--- config.mk ---
export PLATFORM = sky130hd
export DESIGN_NAME = lcrf_ram
export DESIGN_NICKNAME = d
export VERILOG_FILES = /design/src/hw/rtl/lcrf_ram.sv
export SDC_FILE = /design/constraint.sdc
export NUM_CORES = 1
export LEC_CHECK = 0
export BUFFER_PORTS_ARGS = -buffer_cell sky130_fd_sc_hd__clkbuf_2
export CAP_MARGIN = 30
export CELL_PAD_IN_SITES_DETAIL_PLACEMENT = 0
export CELL_PAD_IN_SITES_GLOBAL_PLACEMENT = 1
export CORE_MARGIN = 3
export CORE_UTILIZATION = 56
export DETAILED_ROUTE_END_ITERATION = 7
export GPL_TIMING_DRIVEN = 0
export PLACE_DENSITY = 0.88
export SKIP_LAST_GASP = 1
export SLEW_MARGIN = 20
export SYNTH_ARGS = -nofsm -noshare
export SYNTH_HDL_FRONTEND = slang
export SYNTH_SLANG_ARGS = --single-unit
export TNS_END_PERCENT = 10
--- constraint.sdc ---
create_clock -name clk_i -period 1.95 [get_ports clk_i]
set_input_delay 0.0975 -clock clk_i [delete_from_list [all_inputs] [get_ports clk_i]]
set_output_delay 0.0975 -clock clk_i [all_outputs]
set_load 0.005 [all_outputs]
--- src/hw/rtl/lcrf_ram.sv ---
// ----------------------------------------------------------------------------
// lcrf_ram: simple dual port synchronous memory
// One write port and one read port, read data registered.
// ----------------------------------------------------------------------------
module lcrf_ram #(
  parameter int unsigned Width = 8,
  parameter int unsigned Depth = 64
) (
  input  logic                     clk_i,
  input  logic                     we_i,
  input  logic [$clog2(Depth)-1:0] waddr_i,
  input  logic [Width-1:0]         wdata_i,
  input  logic [$clog2(Depth)-1:0] raddr_i,
  output logic [Width-1:0]         rdata_o
);

  logic [Width-1:0] mem_q [Depth];
  logic [Width-1:0] rdata_q;

  // write port
  always_ff @(posedge clk_i) begin
    if (we_i) begin
      mem_q[waddr_i] <= wdata_i;
    end
  end

  // registered read port
  always_ff @(posedge clk_i) begin
    rdata_q <= mem_q[raddr_i];
  end

  assign rdata_o = rdata_q;

endmodule

== Yosys cells after proc, flatten, opt, wreduce, memory -nomap -nowiden ==
Memory sizes are Yosys's and may differ from the RTL's. A register that Yosys moved wholly into a read port is not among the register bits.
Index checks and enable logic that the tools add are counted.

* Register bits after elaboration: 0
* Memory bits (writable): 512
* Logic and storage cells: 3
* Input port bits: 22
* Memories: 1
* Output and inout port bits: 8

* Muxes and demuxes: 2

{| class="wikitable"
|+ Memory list
! memory !! words !! bits a word !! rd ports !! clocked after memory_dff !! wr ports !! RTL line !! source
|-
| mem_q || 64 || 8 || 1 || 1 || 1 || 17 || <nowiki>logic [Width-1:0] mem_q [Depth];</nowiki>
|}

{| class="wikitable"
|+ Operator list
! kind !! count
|-
| 1-bit 2-to-1 mux || 2
|}

== Longest topological paths before layout ==
Gate-level depths: netlist of the first run.

* Word-level depth: 2
* Gate-level depth with buffers: 9

== Worst setup path after synthesis of the first run ==
Ideal clock, no wire load.

* Path type: input to register
* Start: in raddr_i[1]
* End: reg rdata_q[3] (netlist: rdata_o[3]) (read register of mem_q)
* Setup time: 128 ps
* Buffers on the path: 3
* Stages: 7
* Slack: 185 ps
* Data arrival time: 1637 ps
* Path through: buf_4 buf_2 buf_2 mux4_2 mux4_2 o21ai_1 o41ai_1

{| class="wikitable"
|+ RTL lines
! what !! RTL line !! source
|-
| start, declared || 13 || <nowiki>input logic [$clog2(Depth)-1:0] raddr_i,</nowiki>
|-
| end, declared || 18 || <nowiki>logic [Width-1:0] rdata_q;</nowiki>
|}

==> results of run 1 <==
[how the worst max path moves through the flow]
stage / startpoint / endpoint / slack (ns) / cells after the start
final: mem_q[29][4] / rdata_o[4] / -0.06 / 5
after global routing: mem_q[20][4] / rdata_o[4] / -0.07 / 5
after CTS: mem_q[29][4] / rdata_o[4] / -0.06 / 5
after detailed placement: raddr_i[1] / rdata_o[6] / -0.87 / 8
after global placement: raddr_i[2] / rdata_o[7] / -0.81 / 7
after floorplan: raddr_i[1] / rdata_o[3] / 0.18 / 7
[registers in the layout, summed over array words and instances (netlist names)]
name / count
mem_q: 512
rdata_o: 8
[routing by layer]
metal,track usage [%],share of wire (%)
met5,0,0.049
met4,9.902,4.2
met3,5.083,11
met2,37.10,47
met1,35.66,37
[where the power goes]
group          internal, mW  leakage [nW]  total, mW  switching, mW
clock network          4.78         0.699       8.63           3.86
registers              12.4          4.67       12.4         0.0232
logic                 0.473          1.63       1.27          0.800
total                  17.6          7.01       22.3           4.68
[layout by cell type, fill, tap and decap left out, types with 3 or more instances in the layout]
master	synthesis	final
a221oi_1	6	6
mux2i_1	23	23
o22ai_1	8	8
mux4_2	126	126
buf_4	13	16
edfxtp_1	512	512
nor2_2	0	3
nor3_1	7	4
nand2b_1	7	7
o221ai_1	8	8
clkbuf_2	0	19
nand3_1	13	12
a21oi_1	3	3
o2bb2ai_2	0	3
mux2_2	13	13
nand2_1	19	19
clkbuf_4	0	7
clkbuf_1	17	31
clkinv_1	0	12
nor2b_1	14	14
clkbuf_16	0	51
a211oi_1	4	4
clkinv_2	0	7
a22oi_1	3	3
buf_16	0	3
nor2_1	83	80
nand3b_1	3	3
o2111ai_1	3	3
buf_6	4	5
buf_2	11	8
dfxtp_1	8	8
[cell type report]
type	count	share of cell area, %
plain buffers	50	1.462
clock buffers	68	5.954
clock inverters	20	0.3947
multi-input cells	369	19.57
flip-flops and latches	520	69.02
well taps	455	2.529
repair buffers	28	1.062
[worst max-delay path, cell delays in order (launching register included)]
cell      delay (ns)
edfxtp_1        0.39
mux4_2          0.49
mux2_2          0.30
o221a_2         0.31
nor3_4          0.22
o32ai_4         0.15
[synthesized netlist by cell type (all sizes together), types with 3 or more instances]
| cell | n | area share (%) |
|---|---|---|
| o2111ai | 3 | 0.13 |
| nor3 | 7 | 0.17 |
| nand2b | 7 | 0.22 |
| mux2i | 23 | 1.1 |
| edfxtp | 512 | 76 |
| o22ai | 8 | 0.25 |
| a22oi | 3 | 0.11 |
| nand3 | 13 | 0.32 |
| a21oi | 3 | 0.074 |
| mux4 | 126 | 14 |
| dfxtp | 8 | 0.79 |
| o221ai | 8 | 0.35 |
| nor2 | 83 | 1.5 |
| nor2b | 14 | 0.43 |
| mux2 | 13 | 0.73 |
| o2bb2ai | 3 | 0.13 |
| a211oi | 4 | 0.15 |
| buf | 34 | 1.3 |
| nand2 | 19 | 0.35 |
| nand3b | 3 | 0.11 |
| clkbuf | 17 | 0.32 |
| o21ai | 4 | 0.099 |
| a221oi | 6 | 0.26 |
[per-stage QoR]
stage | std cells | util, % | hold slack (ns) | total power [mW] | setup WS (ns)
6_report | 1510 | 64.21 | 0.01775 | 22.30 | -0.06296
5_1_grt | 1510 | 64.21 | 0.05144 | 22.86 | -0.06945
4_1_cts | 1507 | 63.97 | -0.03678 | 22.32 | -0.06283
3_5_place_dp | 1420 | 59.77 | 0.4719 | 13.85 | -0.8657
3_3_place_gp | 1416 | 59.46 | 0.4691 | 13.79 | -0.8127
2_1_floorplan | 940 | - | 0.1964 | 13.29 | 0.1848
[repair_timing]
item,4_1_cts,5_1_grt
setup endpoints to repair,8,8
setup buffers,0,0
hold endpoints to repair,2,2
pin swaps,0,1
gates resized for setup,13,15
[kinds of logic (layout without fill, tap and decap cells)]
kind of cell           after synthesis  after routing  share of synthesized area (%)
AND/OR/NAND/NOR                    153            153                          3.387
AO/OA/AOI/OAI                       54             54                          2.072
buffers and inverters               51            166                          1.570
flip-flops                         520            520                          77.03
multiplexers                       162            162                          15.94
==> impl_metrics.toml, run 1 <==
[outcome]
status = "complete, but fails checks"
violations = "negative setup slack"

[placed_design]
dpl_cell_area_sq_um = 20950
dp_hpwl_mm = 29.50
place_congestion = 0.9336
portBuffers = 21

[timing]
finalSetupViolCount = 8
hold_viol_final = 0
timing.fmax_mhz = 496.8
fin_crit_sh_pct = 103.2
postLayoutSetupSlackWorst_ns = -0.06296
slew_violations = 0
fin_skew_ns = 0.01774
post-route-min-period_ns = 2.013
worst_pin_slew_ns = 0.9503
rsz0062_at_grt = "yes"
slew_headroom_pct = 36.41
tns_ns = -0.2387

[global_route]
grt_max_degree = 65
track_usage_pct = 24.48
grt_pass1_wl_mm = 67.65
antenna_found_initial = 3
grt_pass1_vias = 10100
grt_overflow = 0

[synth]
yosysUniqueCellTypes = 40
async_reset_ff_share_pct = 0
ys.flop_type = "edfxtp_1"
synth_edf_count = 512
synth-seq-cells = 520
yosysSeqAreaShare_pct = 77.03
syn-cell-area_sq_um = 20170
syn_nets = 962
netlist_instances = 940
ys_warn_count = 0
synth_area_per_cell_sq_um = 21.45

[clock_network]
htree_levels = 2
clk_transition_reported_paths_ns = 0.06
cts_buffers = 49
insertion_delay_ns = 0.57
cts.sinks = 520
clockRootBuffer = "clkbuf_16"
cts_tree = "built"
cts.path.max_buffers = 3

[route]
drt_wl_total_mm = 46.47
drt_first_pass_iters = 5
drtAntennaViolNets = 0
drc = 0
dr.first_iter.drc_count = 1386
num_vias = 10200
routed_via_density = 6.752
routedWlPerCell_microns = 30.78

[floorplan]
rows = 68
start_util_pct = 57.53
die_w_microns = 195.8
dieArea_sq_um = 38330
die_height_microns = 195.8
core_area_sq_um = 35050
ios = 30

[run]
drv_cap = 0

[power]
ir_drop_uv = 802.0
leakage_nw = 7.005
power_density_nw_per_um2 = 991.0

[setup_path]
r2r-end = "rdata_o[4]"
start_kind = "register"
crit_required_ns = 2.36
end_kind = "register"
critPathArrivalTime_ns = 2.42
critical_path.max_fanout = 1
r2r_slack_ns = -0.06
rr_startpoint = "mem_q[29][4]"
crit_type = "reg -> reg"
ff2ff_path_depth = 5

[cells_and_area]
drive_above_1_share_pct = 25.97
multi_input_area_sq_um = 4405
nFillCells = 2248
syn2layout_area_growth_pct = 11.60
seq_area_sq_um = 15530
diodes = 0
postLayoutCellArea_sq_um = 22510
nNetsFinal = 1040

[min_path]
whs_endpoint = "mem_q[55][7]"
min_from = "wdata_i[7]"
min_path_cells = 1
hold_class = "in -> reg"
No activity file was read; power rests on OpenSTA's default activity.
==> run 2: changes to the inputs <==
==> constraint.sdc (replaced) <==
create_clock -name clk_i -period 2 [get_ports clk_i]
set_input_delay 0.1 -clock clk_i [delete_from_list [all_inputs] [get_ports clk_i]]
set_output_delay 0.1 -clock clk_i [all_outputs]
set_load 0.005 [all_outputs]
==> impl_metrics.toml, run 2 (synthesized netlist as in run 1, its figures left out) <==
[timing]
fin_crit_sh_pct = 102.9
slew_headroom_pct = 37.20
hold_viol_final = 0
finalSetupViolCount = 3
worst_pin_slew_ns = 0.9385
fin_skew_ns = 0.01798
slew_violations = 0
rsz0062_at_grt = "yes"
timing.fmax_mhz = 486.1
post-route-min-period_ns = 2.057
postLayoutSetupSlackWorst_ns = -0.05723

[global_route]
antenna_found_initial = 3
grt_pass1_wl_mm = 67.93
grt_max_degree = 65
grt_overflow = 0
grt_pass1_vias = 10100
track_usage_pct = 24.55

[setup_path]
ff2ff_path_depth = 4
worst-path-stages = 4
crit_slowest_cell = "mux4_2"
r2r_slack_ns = -0.06
critPathArrivalTime_ns = 2.47
max_stage_delay_ns = 0.53
critical_path.max_fanout = 1
start_kind = "register"
crit_required_ns = 2.41
end_kind = "register"
rr_startpoint = "mem_q[55][3]"
r2r-end = "rdata_o[3]"
path_common_cell = "mux4_2"
cp_cell_sequence = "mux4_2 > mux4_2 > o21ai_1 > o41ai_1"
crit_buf_inv = 0
crit_family = "multiplexers"
crit_type = "reg -> reg"

[run]
drv_cap = 0

[placed_design]
portBuffers = 21
placed_cells = 1420
place_congestion = 0.9336
dp_slack_ns = -0.8182
dp_hpwl_mm = 29.50

[cells_and_area]
layoutNonFillerInstCount = 1512
drive_above_1_share_pct = 25.76
layout_common_cells = "edfxtp_1 (512), mux4_2 (126), nor2_1 (82), clkbuf_16 (51), clkbuf_1 (32)"
largest_register_ffs = 512
mostFrequentLayoutCell = "edfxtp_1"
largest-register = "mem_q"
nFillCells = 2250
syn2layout_area_growth_pct = 11.53
nNetsFinal = 1041

[floorplan]
rows = 68
die_w_microns = 195.8
die_height_microns = 195.8
dieArea_sq_um = 38330
ios = 30
core_area_sq_um = 35050
start_util_pct = 57.53

[outcome]
violations = "negative setup slack"
status = "complete, but fails checks"

[min_path]
min_from = "wdata_i[7]"
min_path_cells = 1
whs_endpoint = "mem_q[55][7]"
hold_class = "in -> reg"

[route]
drt_wl_total_mm = 46.45
num_vias = 10090
routed_via_density = 6.674
drc = 0
dr.first_iter.drc_count = 1548
routedWlPerCell_microns = 30.72
drtAntennaViolNets = 0
drt_first_pass_iters = 5

[clock_network]
htree_levels = 2
cts_tree = "built"
insertion_delay_ns = 0.57
cts_buffers = 49
cts.sinks = 520
clk_transition_reported_paths_ns = 0.06
clockRootBuffer = "clkbuf_16"
cts.path.max_buffers = 3

[power]
power_density_nw_per_um2 = 966.2
leakage_nw = 7.003
ir_drop_uv = 777.7
## run 2: per-stage QoR
stage	power, mW	util [%]	hold WS [ns]	TNS (ns)	instance area [sq um]
2_1_floorplan	12.95	-	0.1989	0	20170
3_3_place_gp	13.45	59.46	0.4716	-65.67	20840
3_5_place_dp	13.51	59.77	0.4744	-97.51	20950
4_1_cts	21.76	63.93	0.006225	-0.1470	22410
5_1_grt	22.28	64.16	0.05394	-0.2315	22490
6_report	21.73	64.16	0.02225	-0.1009	22490
## run 2: worst reg2reg max path: cells and delay by family (launching register included)
kind	cells	cell delay, ns
multiplexers	2	1.02
flip-flops	1	0.40
AO/OA/AOI/OAI	2	0.49
## run 2: cell type report
class	instances	area [sq um]	area share [%]
flip-flops and latches	520	15530	69.07
multi-input cells	369	4384	19.49
clock buffers	68	1340	5.958
well taps	455	569.3	2.531
plain buffers	51	332.8	1.480
repair buffers	28	239.0	1.063
clock inverters	20	88.84	0.3950
diodes	1	2.502	0.01113
## run 2: what timing repair did
item / CTS / global route
gates resized for setup: 7 / 13
setup buffers: 0 / 0
hold endpoints to repair: 2 / 0
hold buffers: 1 / 0
pin swaps: 0 / 0
setup endpoints to repair: 8 / 8
## run 2: worst max path at each step
stage,startpoint,to
finish,mem_q[55][3],rdata_o[3]
global route,raddr_i[1],rdata_o[4]
CTS,raddr_i[1],rdata_o[3]
detailed placement,raddr_i[1],rdata_o[6]
global placement,raddr_i[2],rdata_o[7]
floorplan,raddr_i[1],rdata_o[3]
## run 2: where the power goes
group | switching, mW | leakage (nW) | internal (mW)
Sequential | 0.0226 | 4.67 | 12.1
Clock | 3.76 | 0.699 | 4.66
Combinational | 0.774 | 1.63 | 0.458
Total | 4.55 | 7.00 | 17.2
## run 2: metal layers
layer  global-route usage (%)  share of wire, %  vias up
met5                        0             0.078        -
met4                    9.321               4.1        6
met3                    5.478                11      126
met2                    37.55                47      667
met1                    35.44                38     5205
li1                         -                 -     4087
